File: src/rtl/rsr_pkg.sv
package rsr_pkg;

	localparam int ID_W    = 16;
	localparam int SCORE_W = 10;
	localparam int TOTAL_W = 12;
	localparam int RANK_W  = 4;

	// one input record beat
	typedef struct packed {
		logic [ID_W-1:0]    record_id;
		logic [SCORE_W-1:0] score_a;
		logic [SCORE_W-1:0] score_b;
		logic [SCORE_W-1:0] score_c;
		logic               final_item;
	} item_t;

	// one sorted result beat
	typedef struct packed {
		logic [ID_W-1:0]    out_id;
		logic [TOTAL_W-1:0] score_total;
		logic [RANK_W-1:0]  rank;
		logic               end_of_run;
	} result_t;

	// commands from the controller to the datapath
	typedef struct packed {
		logic              load;      // insert the current record
		logic              shift;     // pop the head record to the output
		logic              first;     // popped record is the first of the run
		logic              last;      // popped record is the last of the run
		logic [RANK_W-1:0] rank_pos;  // position plus one of the popped record
	} dp_cmd_t;

endpackage

File: src/rtl/rsr_ctrl.sv
module rsr_ctrl
	import rsr_pkg::*;
#(
	parameter int MAX_RECORDS = 8,
	parameter int CNT_W       = $clog2(MAX_RECORDS + 1)
) (
	input  logic             clk,
	input  logic             arst_n,
	input  logic             start,
	input  logic             final_item,
	output logic             busy,
	output dp_cmd_t          cmd,
	output logic [CNT_W-1:0] fill
);

	localparam logic [0:0] ST_IDLE  = 1'b0;
	localparam logic [0:0] ST_DRAIN = 1'b1;

	logic [0:0]       state_q;
	logic [CNT_W-1:0] count_q;
	logic [CNT_W-1:0] pos_q;
	logic             accept;
	logic             full;

	// handshake and store status
	assign accept = start && (state_q == ST_IDLE);
	assign full   = (count_q == CNT_W'(MAX_RECORDS));
	assign busy   = (state_q == ST_DRAIN);
	assign fill   = count_q;

	// datapath commands
	always_comb begin
		cmd.load     = accept && !full;
		cmd.shift    = (state_q == ST_DRAIN);
		cmd.first    = (pos_q == '0);
		cmd.last     = (pos_q == (count_q - CNT_W'(1)));
		cmd.rank_pos = RANK_W'(pos_q + CNT_W'(1));
	end

	// load and drain sequencing
	always_ff @(posedge clk or negedge arst_n) begin
		if (!arst_n) begin
			state_q <= ST_IDLE;
			count_q <= '0;
			pos_q   <= '0;
		end else begin
			case (state_q)
				ST_IDLE: begin
					if (accept) begin
						if (!full) begin
							count_q <= count_q + CNT_W'(1);
						end
						if (final_item) begin
							state_q <= ST_DRAIN;
							pos_q   <= '0;
						end
					end
				end
				ST_DRAIN: begin
					if (cmd.last) begin
						state_q <= ST_IDLE;
						count_q <= '0;
					end else begin
						pos_q <= pos_q + CNT_W'(1);
					end
				end
				default: begin
					state_q <= ST_IDLE;
				end
			endcase
		end
	end

endmodule

File: src/rtl/rsr_datapath.sv
module rsr_datapath
	import rsr_pkg::*;
#(
	parameter int MAX_RECORDS = 8,
	parameter int CNT_W       = $clog2(MAX_RECORDS + 1)
) (
	input  logic             clk,
	input  logic             arst_n,
	input  dp_cmd_t          cmd,
	input  logic [CNT_W-1:0] fill,
	input  item_t            item,
	output result_t          result,
	output logic             result_strobe
);

	logic [ID_W-1:0]    id_q  [MAX_RECORDS];
	logic [TOTAL_W-1:0] tot_q [MAX_RECORDS];
	logic [MAX_RECORDS-1:0] stay;
	logic [TOTAL_W-1:0] new_total;
	result_t            res_q;
	logic               strobe_q;

	// total of the three scores
	assign new_total = {2'b00, item.score_a} + {2'b00, item.score_b} + {2'b00, item.score_c};

	// sorted row of cells, highest total at cell 0
	for (genvar i = 0; i < MAX_RECORDS; i++) begin : g_cell
		logic               prev_stay;
		logic [ID_W-1:0]    prev_id;
		logic [TOTAL_W-1:0] prev_tot;
		logic [ID_W-1:0]    nxt_id;
		logic [TOTAL_W-1:0] nxt_tot;

		// a filled cell with a total at least the new one keeps its place (stable)
		assign stay[i] = (CNT_W'(i) < fill) && (tot_q[i] >= new_total);

		if (i == 0) begin : g_head
			assign prev_stay = 1'b1;
			assign prev_id   = item.record_id;
			assign prev_tot  = new_total;
		end else begin : g_body
			assign prev_stay = stay[i-1];
			assign prev_id   = id_q[i-1];
			assign prev_tot  = tot_q[i-1];
		end

		if (i == MAX_RECORDS - 1) begin : g_tail
			assign nxt_id  = id_q[i];
			assign nxt_tot = tot_q[i];
		end else begin : g_inner
			assign nxt_id  = id_q[i+1];
			assign nxt_tot = tot_q[i+1];
		end

		// insert opens a slot and moves the rest down, drain moves all up
		always_ff @(posedge clk) begin
			if (cmd.load) begin
				if (!stay[i]) begin
					if (prev_stay) begin
						id_q[i]  <= item.record_id;
						tot_q[i] <= new_total;
					end else begin
						id_q[i]  <= prev_id;
						tot_q[i] <= prev_tot;
					end
				end
			end else if (cmd.shift) begin
				id_q[i]  <= nxt_id;
				tot_q[i] <= nxt_tot;
			end
		end
	end

	// result register with competition rank
	always_ff @(posedge clk) begin
		if (cmd.shift) begin
			res_q.out_id      <= id_q[0];
			res_q.score_total <= tot_q[0];
			res_q.end_of_run  <= cmd.last;
			if (cmd.first) begin
				res_q.rank <= RANK_W'(1);
			end else if (tot_q[0] != res_q.score_total) begin
				res_q.rank <= cmd.rank_pos;
			end
		end
	end

	// one strobe per popped record
	always_ff @(posedge clk or negedge arst_n) begin
		if (!arst_n) begin
			strobe_q <= 1'b0;
		end else begin
			strobe_q <= cmd.shift;
		end
	end

	assign result        = res_q;
	assign result_strobe = strobe_q;

endmodule

File: src/rtl/record_sort_and_rank.sv
// channel  | handshake               | payload
// ---------+-------------------------+---------------------------
// item     | start high, busy low    | item_t   record and final mark
// result   | result_strobe, 1 cycle  | result_t id, total, rank, end
//
// a record is taken while busy is low and inserted into the sorted cell row at once
// unless the store is full; after the beat marked final_item the drain pops one result
// per stored record, so the drain length is set by the count; busy is high during it
// results leave through the single output register, one result a cycle
// reset empties the store; results cannot be stalled by the receiver
module record_sort_and_rank
	import rsr_pkg::*;
#(
	parameter int MAX_RECORDS = 8
) (
	input  logic    clk,
	input  logic    arst_n,
	input  logic    start,
	output logic    busy,
	input  item_t   item,
	output result_t result,
	output logic    result_strobe
);

	localparam int CNT_W = $clog2(MAX_RECORDS + 1);

	dp_cmd_t          cmd;
	logic [CNT_W-1:0] fill;

	// load and drain sequencer
	rsr_ctrl #(
		.MAX_RECORDS (MAX_RECORDS),
		.CNT_W       (CNT_W)
	) u_ctrl (
		.clk        (clk),
		.arst_n     (arst_n),
		.start      (start),
		.final_item (item.final_item),
		.busy       (busy),
		.cmd        (cmd),
		.fill       (fill)
	);

	// sorted cell row and result register
	rsr_datapath #(
		.MAX_RECORDS (MAX_RECORDS),
		.CNT_W       (CNT_W)
	) u_dp (
		.clk           (clk),
		.arst_n        (arst_n),
		.cmd           (cmd),
		.fill          (fill),
		.item          (item),
		.result        (result),
		.result_strobe (result_strobe)
	);

endmodule

File: config.mk
export PLATFORM = sky130hd
export DESIGN_NAME = record_sort_and_rank
export DESIGN_NICKNAME = d
export VERILOG_FILES = /design/src/rtl/rsr_pkg.sv /design/src/rtl/rsr_ctrl.sv /design/src/rtl/rsr_datapath.sv /design/src/rtl/record_sort_and_rank.sv
export SDC_FILE = /design/constraint.sdc
export NUM_CORES = 1
export LEC_CHECK = 0
export BUFFER_PORTS_ARGS = -buffer_cell sky130_fd_sc_hd__buf_2
export CAP_MARGIN = 10
export CORE_MARGIN = 3
export CORE_UTILIZATION = 45
export DETAILED_ROUTE_END_ITERATION = 8
export PLACE_DENSITY = 0.68
export REMOVE_ABC_BUFFERS = 1
export SLEW_MARGIN = 40
export SYNTH_ARGS = -nofsm -noshare
export SYNTH_HDL_FRONTEND = slang
export SYNTH_SLANG_ARGS = --single-unit
File: constraint.sdc
create_clock -name clk -period 5.55 [get_ports clk]
set_clock_uncertainty 0.1 [all_clocks]
set_input_delay 0.2775 -clock clk [delete_from_list [all_inputs] [get_ports clk]]
set_output_delay 0.2775 -clock clk [all_outputs]
set_load 0.05 [all_outputs]
# Word level (Yosys, flattened, before mapping)

Memory sizes are Yosys's and may differ from the RTL's.
Cells that the tools add are included.

Register bits: 43
RAM bits: 224
Bits of input ports: 50
Output and inout bits: 35
Word-level logic and storage cells: 190
Memories kept: 2

Add/sub/neg operators: 5
$lt $le $gt $ge: 16
Equality and inequality tests: 8
Muxes and demuxes: 104
Bitwise operators: 31
Reductions and logical operators: 16

Memories:

| memory     | words | bits a word | read ports | clocked after Yosys merged registers in | wr ports | line               | source |
|---|---|---|---|---|---|---|---|
| u_dp.id_q  | 8     | 16          | 8          | 0                                       | 8        | rsr_datapath.sv:16 | `logic [ID_W-1:0] id_q [MAX_RECORDS];` |
| u_dp.tot_q | 8     | 12          | 8          | 0                                       | 8        | rsr_datapath.sv:17 | `logic [TOTAL_W-1:0] tot_q [MAX_RECORDS];` |

Operators by type and width:

| kind                  | count |
|---|---|
| $mux W16              | 15 |
| $mux W12              | 15 |
| $ge A12 B12 Y1        | 8 |
| $mux W1               | 64 |
| $or A1 B1 Y1          | 30 |
| $mux W4               | 7 |
| $lt A3 B4 Y1 const A  | 4 |
| $pmux W4 S2           | 2 |
| $add A12 B10 Y12      | 1 |
| $ne A12 B12 Y1        | 1 |
| $add A10 B10 Y11      | 1 |
| $logic_and A1 B1 Y1   | 10 |
| $add A4 B1 Y4 const B | 2 |
| $lt A1 B4 Y1 const A  | 2 |
| $lt A2 B4 Y1 const A  | 2 |
| $ne A2 B2 Y1 const B  | 3 |
| $reduce_and A3 Y1     | 2 |
| $eq A4 B4 Y1          | 1 |
| $eq A4 B4 Y1 const B  | 1 |
| $logic_not A4 Y1      | 1 |
| $ne A2 B1 Y1 const B  | 2 |
| $sub A4 B1 Y4 const B | 1 |
| $pmux W1 S2           | 1 |
| $reduce_and A2 Y1     | 1 |
| 3 further kinds       | 3 |

# Longest topological paths before layout

Word-level depth: 10
Mapped depth: 23

# Modules after synthesis

Synthesis repeated with hierarchy kept, for this count alone.

Cells, all modules: 1344
Area, all modules: 15147.0 µm²

By module, submodules not included:

| module       | instances | cells an instance | area each (µm²) | seq. area each (µm²) |
|---|---|---|---|---|
| rsr_datapath | 1         | 1268              | 14458.9         | 7742.4 |
| rsr_ctrl     | 1         | 76                | 688.2           | 225.2 |

# Least setup slack after synthesis

OpenSTA, ideal clock, no wires.

Path kind: input to register
Start: input port item[11] (netlist name)
End: memory u_dp.id_q[6][0], in the netlist u_dp.id_q[3][0] (enable)
Arrival: 5.191 ns
Data required time: 5.066 ns
Path slack: -0.124 ns
Cell stages on the path: 20
Buffers on the path: 2
Cell sequence: ha_1 -> fa_1 -> a211oi_2 -> o21bai_2 -> a21oi_2 -> xnor2_1 -> ha_1 -> nor2_1 -> nor2_1 -> nand2_1 -> xor2_1 -> ha_1 -> a2111oi_0 -> o21ai_0 -> o22a_1 -> o2111a_2 -> a221oi_4 -> buf_4 -> buf_2 -> a21o_1

RTL lines:

| element            | line                       | source |
|---|---|---|
| start: declaration | record_sort_and_rank.sv:20 | `input item_t item,` |
| end: declaration   | rsr_datapath.sv:16         |  |

==> metrics <==
Compound-Gate Fraction of Synth Area 23.2%; Max clock buf depth 3; Die ar. 36200 um^2; synthesized area 15300 um^2; # nets final 1530; placed cell area 16600 um^2; CP cell instances buf_2, ha_1, a21o_1, a21oi_1, o21bai_1, a21oi_1, xnor2_1, ha_1, o2111ai_1, nand3b_1, a21o_1, a21oi_1, xor2_1, buf_4, buf_4, ha_1, a2111oi_0, o21ai_0, o22a_1, o2111a_2, a221oi_4, nand2_4, buf_12, mux2_1; Clock Pin Slew Worst Setup and Hold Paths 60 ps; crit path time final 5060 ps; Routed Antenna Nets 0; Max-Cap Viols 0; Hold Path Class primary input to async pin; top cells by area, synth edfxtp_1 51%, a221o_1 10%, ha_1 9.4%; dpl ws -82.3 ps; Initial DRC Count 1155; number of instances in the placed design 1757; Mapped Avg Cell Area 12.2 um^2; layout cell share with drive strength beyond 1 17.3%; CTS Sinks 267; postcts setup bufs 0; Seq cells post-synth 267; TritonCTS clock tree built; Max Slew Vio Count 0; # rows 66; Worst Reg-to-Reg Cells 12; post-synthesis sequential area ratio 52.2%; RSZ-0062 raised after global routing false; FFs w/ async S/R, synth 3.75%; starting density of the core 46.3%; final estimated routing congestion in global placement 0.856; Worst Setup SP item[12]; Max FO, Critical Path 21; dominant synthesized flop cell edfxtp_1; final WL 41.3 mm; status completed; # hold bufs at CTS 18; vias in the first global route 11600; CORE AREA 32900 um^2; worst endpoint required time 5750 ps; worst-margin pin slew 768 ps; post-route cell area 17900 um^2; RR Startpoint u_dp.tot_q[1][2]$_DFFE_PP_; crit share post-route 91.1%; # setup viols final 0; CP max stage delay 400 ps; port bufs 84; root buf cell clkbuf_16; Worst-Skew Late Latency 550 ps; post-cts gate resize count 0; Slowest cell on crit path a221oi_4; DRC Markers 0; simple-gate share of the synthesized area 6.44%; initial antenna violation count 0; final setup margin 495 ps; worst path arrival time 5250 ps; via count 11600; largest net degree at the start of global routing 139; largest area contributor in the netlist edfxtp_1; EDFF count, synth 257; final hold vios 0; DPL Wire Length 28.2 mm; CTS Buf Count 28; Syn Inst Count 1256; GRT Overall Usage 22.4%; reg2reg end u_dp.id_q[2][29]$_DFFE_PP_; # diodes 0; Crit. End Element flip-flop; DR vias/cell 6.35; grt ovf 0; IO Count 85; critical path class primary input to flip-flop; Slew headroom 48.8%; TritonRoute pass-1 iters 5; Final Non-Filler Cells 1827; count leader, synth edfxtp_1; proportion of synthesized area in mux cells 2.06%; Synth Area in XOR/XNOR 2.25%; top cell type's share of synthesized area 50.6%; DIE WIDTH 190 um; H-Tree Depth 1; worst reg2reg setup slack 2190 ps; combinational family with the most area after synthesis compound AO/OA/AOI/OAI gates; area growth from synthesis to layout 17.1%; Synth Area in Adders 9.84%; Fmax 198 MHz; commonest cells in the netlist 257 x edfxtp_1, 190 x a21oi_1, 160 x a221o_1; die span in y 190 um; Synth Warn # 0; Cell variety after synth 67; WL per Instance 22.6 um; global-route wire length before repair 64.7 mm; Startpoint Class primary input
## metrics by stage
| stage | setup TNS, ps | hold WS, ps | util [%] |
|---|---|---|---|
| after floorplan | -550840 | -118 | - |
| after global placement | 0 | 53.8 | 50.4 |
| after detailed placement | -1670 | 57.6 | 50.4 |
| after CTS | 0 | 20.0 | 54.2 |
| after global routing | 0 | 50.3 | 54.2 |
| final | 0 | 28.1 | 54.2 |
## worst max-delay path: cells and delay by family
family / cells / cell delay [ps]
buf+inv: 4 / 660
compound gates: 12 / 2650
fa+ha+maj: 3 / 780
mux: 1 / 340
xor+xnor: 2 / 280
simple gates: 2 / 260
## worst max-delay path by stage
| stage | end | cells past startpoint |
|---|---|---|
| detailed placement | u_dp.id_q[3][26]$_DFFE_PP_ | 24 |
| CTS | u_dp.id_q[3][26]$_DFFE_PP_ | 24 |
| floorplan | u_dp.tot_q[1][12]$_DFFE_PP_ | 6 |
| global route | u_dp.id_q[3][0]$_DFFE_PP_ | 24 |
| global placement | u_dp.id_q[3][3]$_DFFE_PP_ | 23 |
| finish | u_dp.id_q[3][24]$_DFFE_PP_ | 24 |
## cells in the final DEF (no fill, tap or decap), types with 7 or more instances in the layout
master | netlist | routed
a211oi_1 | 10 | 10
a21boi_0 | 10 | 10
a21o_1 | 19 | 19
a21oi_1 | 190 | 190
a221o_1 | 160 | 160
and2_1 | 10 | 10
buf_12 | 0 | 26
buf_2 | 17 | 84
buf_4 | 8 | 40
bufinv_16 | 0 | 8
clkbuf_16 | 0 | 28
dfrtp_1 | 10 | 9
dlygate4sd3_1 | 0 | 18
edfxtp_1 | 257 | 257
ha_1 | 115 | 115
inv_1 | 37 | 37
mux2_1 | 10 | 10
mux2_2 | 9 | 9
mux2i_1 | 10 | 10
nand2_1 | 80 | 79
nand2b_1 | 27 | 27
nand3_1 | 12 | 12
nor2_1 | 26 | 25
nor2b_1 | 11 | 11
nor3_1 | 7 | 7
o21ai_0 | 27 | 27
or2_2 | 10 | 10
xnor2_1 | 18 | 18
xor2_1 | 18 | 18
## per-layer routing
layer  up-vias  global-route usage, %  wire length [um]
li1       5246                      -                 -
met1      5722                   30.7             17100
met2       553                   36.2             19200
met3        79                   4.83              3740
met4         0                   6.44              1140
met5         -                      0                 0
## final cells by class
cell class,instances,area [um^2]
Multi-Input combinational cell,861,6710
Fill cell,2705,15100
Sequential cell,267,7970
Inverter,37,139
Timing Repair Buffer,168,1420
Clock inverter,17,302
Tap cell,442,553
Clock buffer,35,777
## sequential cells by signal (all words and copies together) (netlist names)
name,count
u_dp.tot_q,96
u_ctrl.pos_q,4
u_ctrl.busy,1
u_dp.id_q,128
u_dp.result,33
u_dp.result_strobe,1
u_ctrl.fill,4
## kinds of logic (layout without fill, tap and decap cells)
logic type               Yosys count  count (layout)
AO/OA/AOI/OAI                    475             475
flip-flops                       267             267
AND/OR/NAND/NOR                  201             201
buffers and inverters            128             257
adder cells (fa/ha/maj)          119             119
XOR/XNOR                          37              37
multiplexers                      29              29
Power is left out: the tool's default activity adds up to more than one toggle a clock period on the data nets, which glitch-free logic cannot reach.
